`src/design/jhms_pkg.sv`:
```
// Shared types and constants of the JPEG header marker scanner.
`default_nettype none

package jhms_pkg;

    localparam int DATA_W  = 8;
    localparam int KIND_W  = 2;
    localparam int INDEX_W = 7;
    localparam int SIZE_W  = 8;
    localparam int FRAME_W = 24;

    localparam logic [KIND_W-1:0] KIND_PAYLOAD = 2'd0;
    localparam logic [KIND_W-1:0] KIND_TABLE   = 2'd1;
    localparam logic [KIND_W-1:0] KIND_SUMMARY = 2'd2;

    localparam logic [DATA_W-1:0] MARK_PREFIX = 8'hFF;
    localparam logic [DATA_W-1:0] MARK_DQT    = 8'hDB;
    localparam logic [DATA_W-1:0] MARK_SOF0   = 8'hC0;

    localparam logic [FRAME_W-1:0] MAX_FRAME_RESET = 24'd1048576;
    localparam logic [FRAME_W-1:0] POS_SATURATED   = 24'hFFFFFF;

    typedef struct packed {
        logic [KIND_W-1:0]  kind;
        logic [DATA_W-1:0]  value;
        logic [INDEX_W-1:0] table_index;
        logic [DATA_W-1:0]  width_blocks;
        logic [DATA_W-1:0]  height_blocks;
        logic               sof_found;
        logic [SIZE_W-1:0]  table_size;
        logic               table_mirrored;
        logic               frame_end;
    } result_t;

endpackage

`default_nettype wire

```
`src/design/jhms_byte_if.sv`:
```
// Input channel carrying one frame byte and its end-of-frame flag per beat.
`default_nettype none

interface jhms_byte_if;
    logic                          valid;
    logic                          ready;
    logic [jhms_pkg::DATA_W-1:0]   data;
    logic                          last;

    modport source (output valid, output data, output last, input ready);
    modport sink (input valid, input data, input last, output ready);
endinterface

`default_nettype wire

```
`src/design/jhms_result_if.sv`:
```
// Output channel carrying one scanner result per beat.
`default_nettype none

interface jhms_result_if;
    logic                          valid;
    logic                          ready;
    logic [jhms_pkg::KIND_W-1:0]   kind;
    logic [jhms_pkg::DATA_W-1:0]   value;
    logic [jhms_pkg::INDEX_W-1:0]  table_index;
    logic [jhms_pkg::DATA_W-1:0]   width_blocks;
    logic [jhms_pkg::DATA_W-1:0]   height_blocks;
    logic                          sof_found;
    logic [jhms_pkg::SIZE_W-1:0]   table_size;
    logic                          table_mirrored;
    logic                          frame_end;

    modport source (output valid, output kind, output value, output table_index,
                    output width_blocks, output height_blocks, output sof_found,
                    output table_size, output table_mirrored, output frame_end,
                    input ready);
    modport sink (input valid, input kind, input value, input table_index,
                  input width_blocks, input height_blocks, input sof_found,
                  input table_size, input table_mirrored, input frame_end,
                  output ready);
endinterface

`default_nettype wire

```
`src/design/jpeg_header_marker_scanner_core.sv`:
```
// Top level of the JPEG header marker scanner: marker parser and result queue.
// Usage:
// Frame bytes enter on byte_in, one per beat, with last set on the final byte.
// The first HEADER_BYTES bytes of a frame are scanned for DQT and SOF0 markers.
// Table bytes leave on result_out as table beats with their table position, and
// at the end of the header (or at an early last byte) one summary beat follows.
// Later bytes leave as payload beats while their frame position is below
// max_frame_bytes, which is written through cfg_wr_en and cfg_wr_data.
// Every accepted byte is parsed in the cycle it is accepted; its results are
// registered into a four-entry result queue that drives result_out.
// A byte gives at most two results; the queue drains one beat per cycle while
// the receiver is ready, and byte_in is ready, taking one byte per cycle,
// whenever the queue has room for two results, which a stalled receiver
// eventually removes. Throughput is one byte per cycle while byte_in is ready.
// Reset empties the queue, clears all scan state and the stored image size, and
// sets max_frame_bytes to 1048576.
`default_nettype none

module jpeg_header_marker_scanner_core #(
    parameter int HEADER_BYTES = 524,
    parameter int TABLE_BYTES  = 128
) (
    input  wire logic                           clk,
    input  wire logic                           rst_n,
    input  wire logic                           cfg_wr_en,
    input  wire logic [jhms_pkg::FRAME_W-1:0]   cfg_wr_data,
    jhms_byte_if.sink                           byte_in,
    jhms_result_if.source                       result_out
);

    localparam int TW = $clog2(TABLE_BYTES + 1);
    localparam int QDEPTH = 4;
    localparam int QPW = $clog2(QDEPTH);
    localparam int QCW = $clog2(QDEPTH + 1);

    localparam logic [jhms_pkg::FRAME_W-1:0] HDR_LEN   = jhms_pkg::FRAME_W'(HEADER_BYTES);
    localparam logic [jhms_pkg::FRAME_W-1:0] HDR_LAST  = jhms_pkg::FRAME_W'(HEADER_BYTES - 1);
    localparam logic [jhms_pkg::FRAME_W-1:0] SCAN_LIMIT = jhms_pkg::FRAME_W'(HEADER_BYTES - 8);
    localparam logic [TW-1:0] TABLE_FULL = TW'(TABLE_BYTES);
    localparam logic [TW-1:0] TABLE_HALF = TW'(TABLE_BYTES / 2);

    typedef enum logic [3:0] {
        PH_LOOK,
        PH_FF,
        PH_DQT_HI,
        PH_DQT_LO,
        PH_SKIP,
        PH_SOF_SKIP,
        PH_SOF_H1,
        PH_SOF_H2,
        PH_SOF_W1,
        PH_SOF_W2
    } phase_t;

    function automatic phase_t free_scan(phase_t cur, logic [7:0] b, logic pos_ok);
        phase_t res;
        res = (pos_ok && b == jhms_pkg::MARK_PREFIX) ? PH_FF : PH_LOOK;
        if (cur == PH_FF && b == jhms_pkg::MARK_DQT) begin
            res = PH_DQT_HI;
        end else if (cur == PH_FF && b == jhms_pkg::MARK_SOF0) begin
            res = PH_SOF_SKIP;
        end
        return res;
    endfunction

    logic [jhms_pkg::FRAME_W-1:0] max_frame_reg;
    logic [jhms_pkg::FRAME_W-1:0] pos_reg, pos_next;
    phase_t                       phase_reg, phase_next;
    logic [15:0]                  skip_reg, skip_next;
    logic [7:0]                   hold_reg, hold_next;
    logic [7:0]                   height_tmp_reg, height_tmp_next;
    logic [TW-1:0]                copy_reg, copy_next;
    logic                         wait_reg, wait_next;
    logic [TW-1:0]                tables_reg, tables_next;
    logic                         sof_reg, sof_next;
    logic                         done_reg, done_next;
    logic [7:0]                   height_reg, height_next;
    logic [7:0]                   width_reg, width_next;
    logic [QPW-1:0]               wr_ptr_reg, wr_ptr_next;
    logic [QPW-1:0]               rd_ptr_reg, rd_ptr_next;
    logic [QCW-1:0]               count_reg, count_next;

    jhms_pkg::result_t            queue_mem [QDEPTH];
    jhms_pkg::result_t            res0, res1, head;

    logic                         in_fire, out_fire;
    logic                         in_hdr, emit_tbl, emit_sum, emit_pay;
    logic [1:0]                   n_res;
    logic [TW-1:0]                tables_mid, copy_mid;
    logic [TW:0]                  committed;
    logic [TW-1:0]                room, ts_cap;
    logic [15:0]                  seg_len, ts_raw;
    logic [jhms_pkg::FRAME_W:0]   reach;
    logic [jhms_pkg::FRAME_W-1:0] pos_m1;
    logic                         pos_ok, pos_m1_ok, mirror;
    phase_t                       ph_mid;

    assign in_fire  = byte_in.valid && byte_in.ready;
    assign out_fire = result_out.valid && result_out.ready;
    assign byte_in.ready = count_reg <= QCW'(QDEPTH - 2);

    always_comb
    begin
        pos_next        = pos_reg;
        phase_next      = phase_reg;
        skip_next       = skip_reg;
        hold_next       = hold_reg;
        height_tmp_next = height_tmp_reg;
        copy_next       = copy_reg;
        wait_next       = wait_reg;
        tables_next     = tables_reg;
        sof_next        = sof_reg;
        done_next       = done_reg;
        height_next     = height_reg;
        width_next      = width_reg;
        res0            = '0;
        res1            = '0;
        emit_tbl        = 1'b0;
        emit_sum        = 1'b0;
        emit_pay        = 1'b0;
        n_res           = 2'd0;
        mirror          = 1'b0;
        ph_mid          = PH_LOOK;
        in_hdr          = pos_reg < HDR_LEN;
        pos_m1          = pos_reg - 1'b1;
        pos_ok          = pos_reg < SCAN_LIMIT;
        pos_m1_ok       = pos_m1 < SCAN_LIMIT;
        seg_len         = {hold_reg, byte_in.data};
        reach           = {1'b0, pos_m1} + (jhms_pkg::FRAME_W + 1)'(seg_len);
        ts_raw          = (seg_len < 16'd3) ? 16'd0 : seg_len - 16'd3;
        emit_tbl        = in_hdr && !wait_reg && copy_reg != '0;
        tables_mid      = tables_reg + TW'(emit_tbl);
        copy_mid        = copy_reg - TW'(emit_tbl);
        committed       = {1'b0, tables_reg} + {1'b0, copy_reg};
        room            = (committed < {1'b0, TABLE_FULL}) ? TW'(TABLE_FULL - committed[TW-1:0]) : '0;
        ts_cap          = (ts_raw > 16'(room)) ? room : ts_raw[TW-1:0];

        if (in_fire) begin
            if (in_hdr) begin
                tables_next = tables_mid;
                copy_next   = copy_mid;
                wait_next   = 1'b0;
                if (!done_reg) begin
                    case (phase_reg)
                        PH_LOOK, PH_FF:
                        begin
                            phase_next = free_scan(phase_reg, byte_in.data, pos_ok);
                            if (phase_next == PH_SOF_SKIP) begin
                                skip_next = 16'd3;
                            end
                        end
                        PH_DQT_HI:
                        begin
                            hold_next  = byte_in.data;
                            phase_next = PH_DQT_LO;
                        end
                        PH_DQT_LO:
                        begin
                            phase_next = PH_LOOK;
                            ph_mid = free_scan(PH_LOOK, hold_reg, pos_m1_ok);
                            if (reach < (jhms_pkg::FRAME_W + 1)'(HEADER_BYTES)) begin
                                if (ts_cap != '0) begin
                                    copy_next = copy_mid + ts_cap;
                                    wait_next = 1'b1;
                                end
                                if ((committed + {1'b0, ts_cap}) == {1'b0, TABLE_FULL}
                                    && sof_reg) begin
                                    done_next = 1'b1;
                                end else if (seg_len >= 16'd3) begin
                                    skip_next  = ts_raw;
                                    phase_next = (ts_raw != 16'd0) ? PH_SKIP : PH_LOOK;
                                end else begin
                                    phase_next = free_scan(ph_mid, byte_in.data, pos_ok);
                                end
                            end else begin
                                phase_next = free_scan(ph_mid, byte_in.data, pos_ok);
                            end
                            if (phase_next == PH_SOF_SKIP) begin
                                skip_next = 16'd3;
                            end
                        end
                        PH_SKIP, PH_SOF_SKIP:
                        begin
                            skip_next = (skip_reg != 16'd0) ? skip_reg - 16'd1 : 16'd0;
                            if (skip_next == 16'd0) begin
                                phase_next = (phase_reg == PH_SKIP) ? PH_LOOK : PH_SOF_H1;
                            end
                        end
                        PH_SOF_H1:
                        begin
                            hold_next  = byte_in.data;
                            phase_next = PH_SOF_H2;
                        end
                        PH_SOF_H2:
                        begin
                            height_tmp_next = {hold_reg[2:0], byte_in.data[7:3]};
                            phase_next      = PH_SOF_W1;
                        end
                        PH_SOF_W1:
                        begin
                            hold_next  = byte_in.data;
                            phase_next = PH_SOF_W2;
                        end
                        PH_SOF_W2:
                        begin
                            height_next = height_tmp_reg;
                            width_next  = {hold_reg[2:0], byte_in.data[7:3]};
                            sof_next    = 1'b1;
                            if (committed == {1'b0, TABLE_FULL}) begin
                                done_next = 1'b1;
                            end
                            phase_next = PH_LOOK;
                        end
                        default:
                        begin
                            phase_next = PH_LOOK;
                        end
                    endcase
                end
                emit_sum = (pos_reg == HDR_LAST) || byte_in.last;
            end else begin
                emit_pay = pos_reg < max_frame_reg;
            end

            mirror = tables_mid == TABLE_HALF;
            if (emit_tbl) begin
                res0.kind        = jhms_pkg::KIND_TABLE;
                res0.value       = byte_in.data;
                res0.table_index = tables_reg[jhms_pkg::INDEX_W-1:0];
            end else if (emit_pay) begin
                res0.kind  = jhms_pkg::KIND_PAYLOAD;
                res0.value = byte_in.data;
            end
            if (emit_sum) begin
                res1.kind           = jhms_pkg::KIND_SUMMARY;
                res1.width_blocks   = width_next;
                res1.height_blocks  = height_next;
                res1.sof_found      = sof_next;
                res1.table_size     = mirror ? jhms_pkg::SIZE_W'(TABLE_BYTES)
                                             : jhms_pkg::SIZE_W'(tables_mid);
                res1.table_mirrored = mirror;
                res1.frame_end      = byte_in.last;
                if (!emit_tbl) begin
                    res0 = res1;
                end
            end else begin
                res0.frame_end = byte_in.last;
            end
            n_res = 2'(emit_tbl) + 2'(emit_pay) + 2'(emit_sum);

            if (byte_in.last) begin
                pos_next        = '0;
                phase_next      = PH_LOOK;
                skip_next       = '0;
                hold_next       = '0;
                height_tmp_next = '0;
                copy_next       = '0;
                wait_next       = 1'b0;
                tables_next     = '0;
                sof_next        = 1'b0;
                done_next       = 1'b0;
            end else if (pos_reg != jhms_pkg::POS_SATURATED) begin
                pos_next = pos_reg + 1'b1;
            end
        end

        wr_ptr_next = wr_ptr_reg + QPW'(n_res);
        rd_ptr_next = rd_ptr_reg + QPW'(out_fire);
        count_next  = count_reg + QCW'(n_res) - QCW'(out_fire);
    end

    always_ff @(posedge clk or negedge rst_n)
    begin
        if (!rst_n) begin
            max_frame_reg  <= jhms_pkg::MAX_FRAME_RESET;
            pos_reg        <= '0;
            phase_reg      <= PH_LOOK;
            skip_reg       <= '0;
            hold_reg       <= '0;
            height_tmp_reg <= '0;
            copy_reg       <= '0;
            wait_reg       <= 1'b0;
            tables_reg     <= '0;
            sof_reg        <= 1'b0;
            done_reg       <= 1'b0;
            height_reg     <= '0;
            width_reg      <= '0;
            wr_ptr_reg     <= '0;
            rd_ptr_reg     <= '0;
            count_reg      <= '0;
        end else begin
            if (cfg_wr_en) begin
                max_frame_reg <= cfg_wr_data;
            end
            pos_reg        <= pos_next;
            phase_reg      <= phase_next;
            skip_reg       <= skip_next;
            hold_reg       <= hold_next;
            height_tmp_reg <= height_tmp_next;
            copy_reg       <= copy_next;
            wait_reg       <= wait_next;
            tables_reg     <= tables_next;
            sof_reg        <= sof_next;
            done_reg       <= done_next;
            height_reg     <= height_next;
            width_reg      <= width_next;
            wr_ptr_reg     <= wr_ptr_next;
            rd_ptr_reg     <= rd_ptr_next;
            count_reg      <= count_next;
        end
    end

    always_ff @(posedge clk)
    begin
        if (n_res != 2'd0) begin
            queue_mem[wr_ptr_reg] <= res0;
        end
        if (n_res == 2'd2) begin
            queue_mem[wr_ptr_reg + 1'b1] <= res1;
        end
    end

    assign head = queue_mem[rd_ptr_reg];

    assign result_out.valid          = count_reg != '0;
    assign result_out.kind           = head.kind;
    assign result_out.value          = head.value;
    assign result_out.table_index    = head.table_index;
    assign result_out.width_blocks   = head.width_blocks;
    assign result_out.height_blocks  = head.height_blocks;
    assign result_out.sof_found      = head.sof_found;
    assign result_out.table_size     = head.table_size;
    assign result_out.table_mirrored = head.table_mirrored;
    assign result_out.frame_end      = head.frame_end;

    a_queue_bound: assert property (@(posedge clk) disable iff (!rst_n)
        count_reg <= QCW'(QDEPTH))
        else $error("Result queue count exceeds its depth.");

    a_table_bound: assert property (@(posedge clk) disable iff (!rst_n)
        ({1'b0, tables_reg} + {1'b0, copy_reg}) <= {1'b0, TABLE_FULL})
        else $error("Collected and pending table bytes exceed the table size.");

    a_wait_has_copy: assert property (@(posedge clk) disable iff (!rst_n)
        wait_reg |-> copy_reg != '0)
        else $error("Copy wait is set with no table bytes pending.");

    a_frame_restart: assert property (@(posedge clk) disable iff (!rst_n)
        (in_fire && byte_in.last) |=> (pos_reg == '0 && tables_reg == '0 && !sof_reg))
        else $error("Frame state was not cleared after the last byte.");

endmodule

`default_nettype wire
```
`src/flat_wrapper.sv`:
```
// flat-port wrapper written by rule: the top's interface ports become plain ports
module jpeg_header_marker_scanner_core_flat 
#(
    parameter int HEADER_BYTES = 524,
    parameter int TABLE_BYTES  = 128
)
  (clk, rst_n, cfg_wr_en, cfg_wr_data, byte_in_valid, byte_in_data, byte_in_last, byte_in_ready, result_out_valid, result_out_kind, result_out_value, result_out_table_index, result_out_width_blocks, result_out_height_blocks, result_out_sof_found, result_out_table_size, result_out_table_mirrored, result_out_frame_end, result_out_ready);
  jhms_byte_if byte_in_i ();
  jhms_result_if result_out_i ();
  input  wire logic clk;
  input  wire logic rst_n;
  input  wire logic cfg_wr_en;
  input  wire logic [jhms_pkg::FRAME_W-1:0] cfg_wr_data;
  input wire logic [$bits(byte_in_i.valid)-1:0] byte_in_valid;
  input wire logic [$bits(byte_in_i.data)-1:0] byte_in_data;
  input wire logic [$bits(byte_in_i.last)-1:0] byte_in_last;
  output wire logic [$bits(byte_in_i.ready)-1:0] byte_in_ready;
  output wire logic [$bits(result_out_i.valid)-1:0] result_out_valid;
  output wire logic [$bits(result_out_i.kind)-1:0] result_out_kind;
  output wire logic [$bits(result_out_i.value)-1:0] result_out_value;
  output wire logic [$bits(result_out_i.table_index)-1:0] result_out_table_index;
  output wire logic [$bits(result_out_i.width_blocks)-1:0] result_out_width_blocks;
  output wire logic [$bits(result_out_i.height_blocks)-1:0] result_out_height_blocks;
  output wire logic [$bits(result_out_i.sof_found)-1:0] result_out_sof_found;
  output wire logic [$bits(result_out_i.table_size)-1:0] result_out_table_size;
  output wire logic [$bits(result_out_i.table_mirrored)-1:0] result_out_table_mirrored;
  output wire logic [$bits(result_out_i.frame_end)-1:0] result_out_frame_end;
  input wire logic [$bits(result_out_i.ready)-1:0] result_out_ready;
  assign byte_in_i.valid = byte_in_valid;
  assign byte_in_i.data = byte_in_data;
  assign byte_in_i.last = byte_in_last;
  assign byte_in_ready = byte_in_i.ready;
  assign result_out_valid = result_out_i.valid;
  assign result_out_kind = result_out_i.kind;
  assign result_out_value = result_out_i.value;
  assign result_out_table_index = result_out_i.table_index;
  assign result_out_width_blocks = result_out_i.width_blocks;
  assign result_out_height_blocks = result_out_i.height_blocks;
  assign result_out_sof_found = result_out_i.sof_found;
  assign result_out_table_size = result_out_i.table_size;
  assign result_out_table_mirrored = result_out_i.table_mirrored;
  assign result_out_frame_end = result_out_i.frame_end;
  assign result_out_i.ready = result_out_ready;
  jpeg_header_marker_scanner_core #(.HEADER_BYTES(HEADER_BYTES), .TABLE_BYTES(TABLE_BYTES)) u_core (.clk(clk), .rst_n(rst_n), .cfg_wr_en(cfg_wr_en), .cfg_wr_data(cfg_wr_data), .byte_in(byte_in_i), .result_out(result_out_i));
endmodule
```
`config.mk`:
```
export PLATFORM = sky130hd
export DESIGN_NAME = jpeg_header_marker_scanner_core_flat
export DESIGN_NICKNAME = d
export VERILOG_FILES = /design/src/design/jhms_pkg.sv /design/src/design/jhms_byte_if.sv /design/src/design/jhms_result_if.sv /design/src/design/jpeg_header_marker_scanner_core.sv /design/src/flat_wrapper.sv
export SDC_FILE = /design/constraint.sdc
export NUM_CORES = 1
export LEC_CHECK = 0
export ABC_AREA = 1
export ABC_CLOCK_PERIOD_IN_PS = 8710
export BUFFER_PORTS_ARGS = -buffer_cell sky130_fd_sc_hd__buf_2
export CAP_MARGIN = 20
export CORE_MARGIN = 5
export CORE_UTILIZATION = 25
export DETAILED_ROUTE_END_ITERATION = 10
export PLACE_DENSITY_LB_ADDON = 0.1
export SLEW_MARGIN = 20
export SYNTH_ARGS = -nofsm -noshare
export SYNTH_HDL_FRONTEND = slang
export SYNTH_SLANG_ARGS = --single-unit
```
`constraint.sdc`:
```
create_clock -name clk -period 8.71 [get_ports clk]
set_clock_uncertainty 0.2 [all_clocks]
set_input_delay 0.871 -clock clk [delete_from_list [all_inputs] [get_ports clk]]
set_output_delay 0.871 -clock clk [all_outputs]
set_load 0.01 [all_outputs]
```
# Yosys cells after proc, flatten, opt, wreduce, memory -nomap -nowiden

Memory sizes are Yosys's and may differ from the RTL's.
Cells that the tools add are included.

Register bits: 126
Latch bits: 0
RAM bits: 176
Memory bits (read-only): 0
Input bits: 38
Output and inout bits: 46
Logic and storage cells: 207
Memories: 1

Memories:

| memory           | words | width | rd ports | clocked after Yosys merged registers in | write ports | RTL line                              | source |
|---|---|---|---|---|---|---|---|
| u_core.queue_mem | 4     | 44    | 1        | 0                                       | 2           | jpeg_header_marker_scanner_core.sv:83 | `jhms_pkg::result_t queue_mem [QDEPTH];` |

$add $sub $neg: 18
Multipliers: 0
Divide/modulo/power cells: 0
$lt $le $gt $ge: 10
Equal/unequal tests: 28
Shift-type cells: 0
Mux-type cells: 99
Bitwise operators: 0
Reductions and logical operators: 35

Operator list:

| kind                    | number |
|---|---|
| $mux W8                 | 26 |
| $mux W16                | 10 |
| $mux W44                | 2 |
| $mux W4                 | 19 |
| $lt A24 B10 Y1 const B  | 3 |
| $mux W27                | 2 |
| $mux W24                | 2 |
| $pmux W16 S3            | 1 |
| $mux W43                | 1 |
| $eq A8 B8 Y1 const B    | 4 |
| $reduce_bool A16 Y1     | 2 |
| $pmux W4 S7             | 1 |
| $mux W1                 | 27 |
| $add A24 B16 Y25        | 1 |
| $lt A25 B10 Y1 const B  | 1 |
| $add A24 B1 Y24 const B | 1 |
| $eq A24 B10 Y1 const B  | 1 |
| $eq A4 B3 Y1 const B    | 6 |
| $lt A24 B24 Y1          | 1 |
| $ne A24 B24 Y1 const B  | 1 |
| $sub A24 B1 Y24 const B | 1 |
| $eq A9 B8 Y1 const B    | 2 |
| $ge A16 B2 Y1 const B   | 1 |
| $gt A16 B8 Y1           | 1 |
| 45 further kinds        | 73 |

# Depth between registers and ports, before layout

Word-level depth: 21
Mapped depth: 40
Gate-level depth less buffers: 38

# Worst setup path before layout

No wires, ideal clock.

Path kind: reg-to-reg
Start: register u_core.tables_reg[0]
End: register u_core.skip_reg[12]
Data arrival time: 5.108 ns
Required time: 8.393 ns
Slack: 3.285 ns
Cell stages (with the launch flop): 39
Path buffers: 2
Clock period less this slack: 5.425 ns
Path through: dfrtp_1 > ha_1 > inv_1 > fa_1 > inv_1 > nor3_1 > nand2_1 > nor2_1 > nand2_1 > nor2_1 > nand2_1 > ha_1 > nand2_1 > nor2_1 > nand4_1 > nand2_1 > nand3_2 > buf_6 > (+3 left out) > ha_1 > inv_1 > fa_1 > nand3b_1 > nand2_1 > a21oi_1 > o21ai_0 > xnor2_1 > nand4_1 > nor2_1 > nor2_1 > nand3_1 > nand3_2 > nand2_4 > nor2_8 > buf_6 > nand2_1 > nand2_1

Cells in the longest elaborated chain, start to end: 20
Elaborated cells between the ends (all ways): 25
Classes of those cells: add/sub: 3; order compare: 2; eq/ne: 5; mux: 13; reduce/logical: 2

Ends and longest elaborated chain:

| what                                          | RTL line                               | source |
|---|---|---|
| from (decl)                                   | jpeg_header_marker_scanner_core.sv:74  | `logic [TW-1:0] tables_reg, tables_next;` |
| from (signal assigned)                        | jpeg_header_marker_scanner_core.sv:302 | `tables_reg <= tables_next;` |
| $add A8 B8 Y9 (*)                             | jpeg_header_marker_scanner_core.sv:134 | `committed = {1'b0, tables_reg} + {1'b0, copy_reg};` |
| $sub A8 B8 Y8 or $lt A9 B8 Y1 (tied branches) | jpeg_header_marker_scanner_core.sv:135 | `room = (committed < {1'b0, TABLE_FULL}) ? TW'(TABLE_FULL - committed[TW-1:0]) : '0;` |
| $mux W8                                       | jpeg_header_marker_scanner_core.sv:135 |  |
| $gt A16 B8 Y1                                 | jpeg_header_marker_scanner_core.sv:136 | `ts_cap = (ts_raw > 16'(room)) ? room : ts_raw[TW-1:0];` |
| $mux W8                                       | jpeg_header_marker_scanner_core.sv:136 |  |
| $add A9 B8 Y9 (*)                             | jpeg_header_marker_scanner_core.sv:166 | `if ((committed + {1'b0, ts_cap}) == {1'b0, TABLE_FULL}` |
| $eq A9 B8 Y1 (*)                              | jpeg_header_marker_scanner_core.sv:166 |  |
| $logic_and A1 B1 Y1 (*)                       | jpeg_header_marker_scanner_core.sv:167 | `&& sof_reg) begin` |
| (+4 left out)                                 | n/a                                    |  |
| $mux W4                                       | jpeg_header_marker_scanner_core.sv:139 | `if (in_hdr) begin` |
| $mux W4                                       | jpeg_header_marker_scanner_core.sv:138 | `if (in_fire) begin` |
| $eq A4 B3 Y1                                  | jpeg_header_marker_scanner_core.sv:178 | `if (phase_next == PH_SOF_SKIP) begin` |
| $mux W16                                      | jpeg_header_marker_scanner_core.sv:178 |  |
| $pmux W16 S3                                  | jpeg_header_marker_scanner_core.sv:144 | `case (phase_reg)` |
| $mux W16                                      | jpeg_header_marker_scanner_core.sv:143 | `if (!done_reg) begin` |
| $mux W16                                      | jpeg_header_marker_scanner_core.sv:139 |  |
| $mux W16                                      | jpeg_header_marker_scanner_core.sv:251 | `if (byte_in.last) begin` |
| to (signal assigned)                          | jpeg_header_marker_scanner_core.sv:297 | `skip_reg <= skip_next;` |
| to (decl)                                     | jpeg_header_marker_scanner_core.sv:69  | `logic [15:0] skip_reg, skip_next;` |

Every way passes the cells marked *; elsewhere a longest branch is shown, timed or not. The select of a mux whose other input is x is not followed.
A chain may end at the register's enable or synchronous reset.

==> impl_metrics.env <==
export IMPL_cpPeakStageDelay_ps=1100
export IMPL_cts_buffers=40
export IMPL_min_period_ps=6640
export IMPL_routabilityCongestion=0.839
export IMPL_drtIter0Drc=998
export IMPL_rsz0062_at_grt="no"
export IMPL_synthFlopType="dfrtp_1"
export IMPL_synthArstFlopShare=0.417
export IMPL_yosys_warnings=0
export IMPL_peakVddDrop_mv=0.184
export IMPL_worstPathRequired_ps=8690
export IMPL_slew_headroom=0.296
export IMPL_final_common_cell="nand2_1"
export IMPL_synthCells=2515
export IMPL_cp_slowest_cell="nand2_2"
export IMPL_crit_path_start_kind="flip-flop"
export IMPL_synth_area_leaders="edfxtp_1 18%, dfrtp_1 16%, nand2_1 9.6%"
export IMPL_wire_per_inst_um=18.3
export IMPL_ant_nets=0
export IMPL_io_pins=84
export IMPL_vias_per_cell=4.76
export IMPL_drc_errors=0
export IMPL_synth_cell_types=58
export IMPL_first_pass_iters=5
export IMPL_num_vias=17022
export IMPL_port_buffers=83
export IMPL_num_rows=101
export IMPL_ys_seq_area_frac=0.411
export IMPL_crit_path_end_kind="flip-flop"
export IMPL_dr_max_layer_used="met4"
export IMPL_cts_resized_gates=0
export IMPL_area_growth_pct=14.2
export IMPL_grt_use_total=0.158
export IMPL_postCtsHoldBufs=0
export IMPL_p_leak_nw=9.58
export IMPL_worstPathArrival_ps=6620
export IMPL_clock_tree_root_cell="clkbuf_16"
export IMPL_dr_wl_met3_um=2470
export IMPL_clkSinkCount=302
export IMPL_drive_gt1_frac=0.102
export IMPL_clkLatencyLatePin_ps=580
export IMPL_dp_hpwl_um=46900
export IMPL_grt_pass1_vias=17136
export IMPL_mostFrequentLayoutCells="484 x nand2_1, 378 x nor2_1, 282 x o21ai_0, 234 x inv_1, 202 x nand3_1"
export IMPL_antenna_found_initial=0
export IMPL_h_tree_depth=2
export IMPL_yosysTopAreaCell="edfxtp_1"
export IMPL_clock_fmax_ghz=0.151
export IMPL_cts_setup_buffers=0
export IMPL_hold_viol_final=0
export IMPL_grt_max_degree=89
export IMPL_period_share=0.762
export IMPL_die_y_um=286
export IMPL_synth_area_per_cell_um2=7.55
export IMPL_hold_class="in -> async"
export IMPL_ys_seq_elements=302
export IMPL_status="finished clean"
export IMPL_cts_tree="done"
export IMPL_grt_pass1_wl_um=103000
export IMPL_worstMarginPinSlew_ps=1050
export IMPL_critPathKind="reg -> reg"
export IMPL_design_core_area_um2=75700
export IMPL_tns_ps=0
export IMPL_syn_area_um2=19000
export IMPL_start_util=0.251
export IMPL_worstPathCellList="nor2_2 > nand2_1 > nor4_4 > o211ai_1 > nand2_2 > inv_1 > nand2_1 > clkinv_1 > fa_1 > inv_1 > nor2_1 > nor2_1 > nor3_1 > clkinv_1 > nand2_2"
export IMPL_synth_top_area_frac=0.177
export IMPL_largest_reg_flops=176
export IMPL_clk_pin_slew_ps=50
export IMPL_power_per_cell_area_nw_per_um2=400
export IMPL_cap_viol_max_count=0
export IMPL_synth_edf_count=112
export IMPL_met2_length_um=30700
export IMPL_overflow=0
export IMPL_r2r_slack_ps=2070
export IMPL_drv_slew=0
export IMPL_syn_nets=2647
export IMPL_setup_violations=0
export IMPL_finalWirelength_um=65200
export IMPL_crit_fanout=34
export IMPL_power_mw=8.67
export IMPL_dieWidth_um=286
export IMPL_wl_met1_um=30800
export IMPL_final_nets=2699
export IMPL_diodes=0
export IMPL_cts_max_path_buffers=3
export IMPL_die_area_um2=81600
-- metrics by stage --
stage	util	setup WS [ps]	instance area, µm²	cells	hold slack [ps]
4_1_cts	0.286	2260	21700	3572	6.14
6_report	0.286	2070	21700	3574	21.1
2_1_floorplan	-	3290	19000	2515	248
5_1_grt	0.286	1400	21700	3574	27.2
3_5_place_dp	0.269	2090	20300	3501	266
3_3_place_gp	0.269	2080	20300	3501	258
-- cell type report --
cell class              count  area, µm²
fillers                  8243      54000
repair buffers            101        572
clock buffers              60       1210
well taps                 978       1220
clock inverters            11        118
flip-flops and latches    302       7800
inverters                 260        977
multi-input cells        1862       9790
-- cells by family after synthesis --
family | synth area share
adders and majority gates | 0.0639
buffers and inverters | 0.0756
AOI/OAI and AO/OA | 0.131
DFF | 0.411
and+or+nand+nor | 0.293
xor gates and xnor gates | 0.0258
muxes | 0.000593
-- routing by layer --
| metal | up-vias | GRT usage |
|---|---|---|
| met1 | 8119 | 0.214 |
| met5 | - | 0 |
| met2 | 307 | 0.271 |
| met4 | 0 | 0.0347 |
| li1 | 8515 | - |
| met3 | 81 | 0.0210 |
-- worst max-delay path: cells and delay by family (launching register included) --
kind | cells | cell delay, ps
buf+inv | 4 | 1600
fa+ha+maj | 1 | 730
compound gates | 1 | 170
flops | 1 | 540
simple gates | 9 | 2980
-- report_power, final --
group,internal (mW),switching [mW]
clock,0.993,0.678
combinational,1.64,3.40
sequential,1.76,0.194
-- final timing paths --
kind | start | to | depth (start not counted)
worst max-delay path | u_core.pos_reg[16] | u_core.queue_mem[1][22] | 15
worst min-delay path | rst_n | u_core.max_frame_reg[22] | 1
worst max register to register | u_core.pos_reg[16] | u_core.queue_mem[1][22] | 15
worst min register to register | u_core.queue_mem[2][30] | u_core.queue_mem[2][30] | 2
max in group asynchronous | rst_n | u_core.rd_ptr_reg[0] | 3
min in group clk | u_core.queue_mem[2][30] | u_core.queue_mem[2][30] | 2
-- synthesized netlist by cell type, drive strengths merged (2+ instances only) --
library cell  instances
xnor2                13
nand2               507
xor2                 43
o21ai               290
a21o                  3
nor3                 43
buf                  25
a21boi                2
o31ai                10
ha                   89
o22ai                54
dfxtp                64
a31oi                 3
nand3               210
o211ai                6
nor4                 11
inv                 247
nor2                417
dfrtp               125
or2                   8
a21oi                75
fa                    5
a211oi               10
nand4                43
clkinv               13
clkbuf               66
nand3b                8
edfxtp              112
and2                  3
Note: power is estimated with default switching activity, not from simulation.
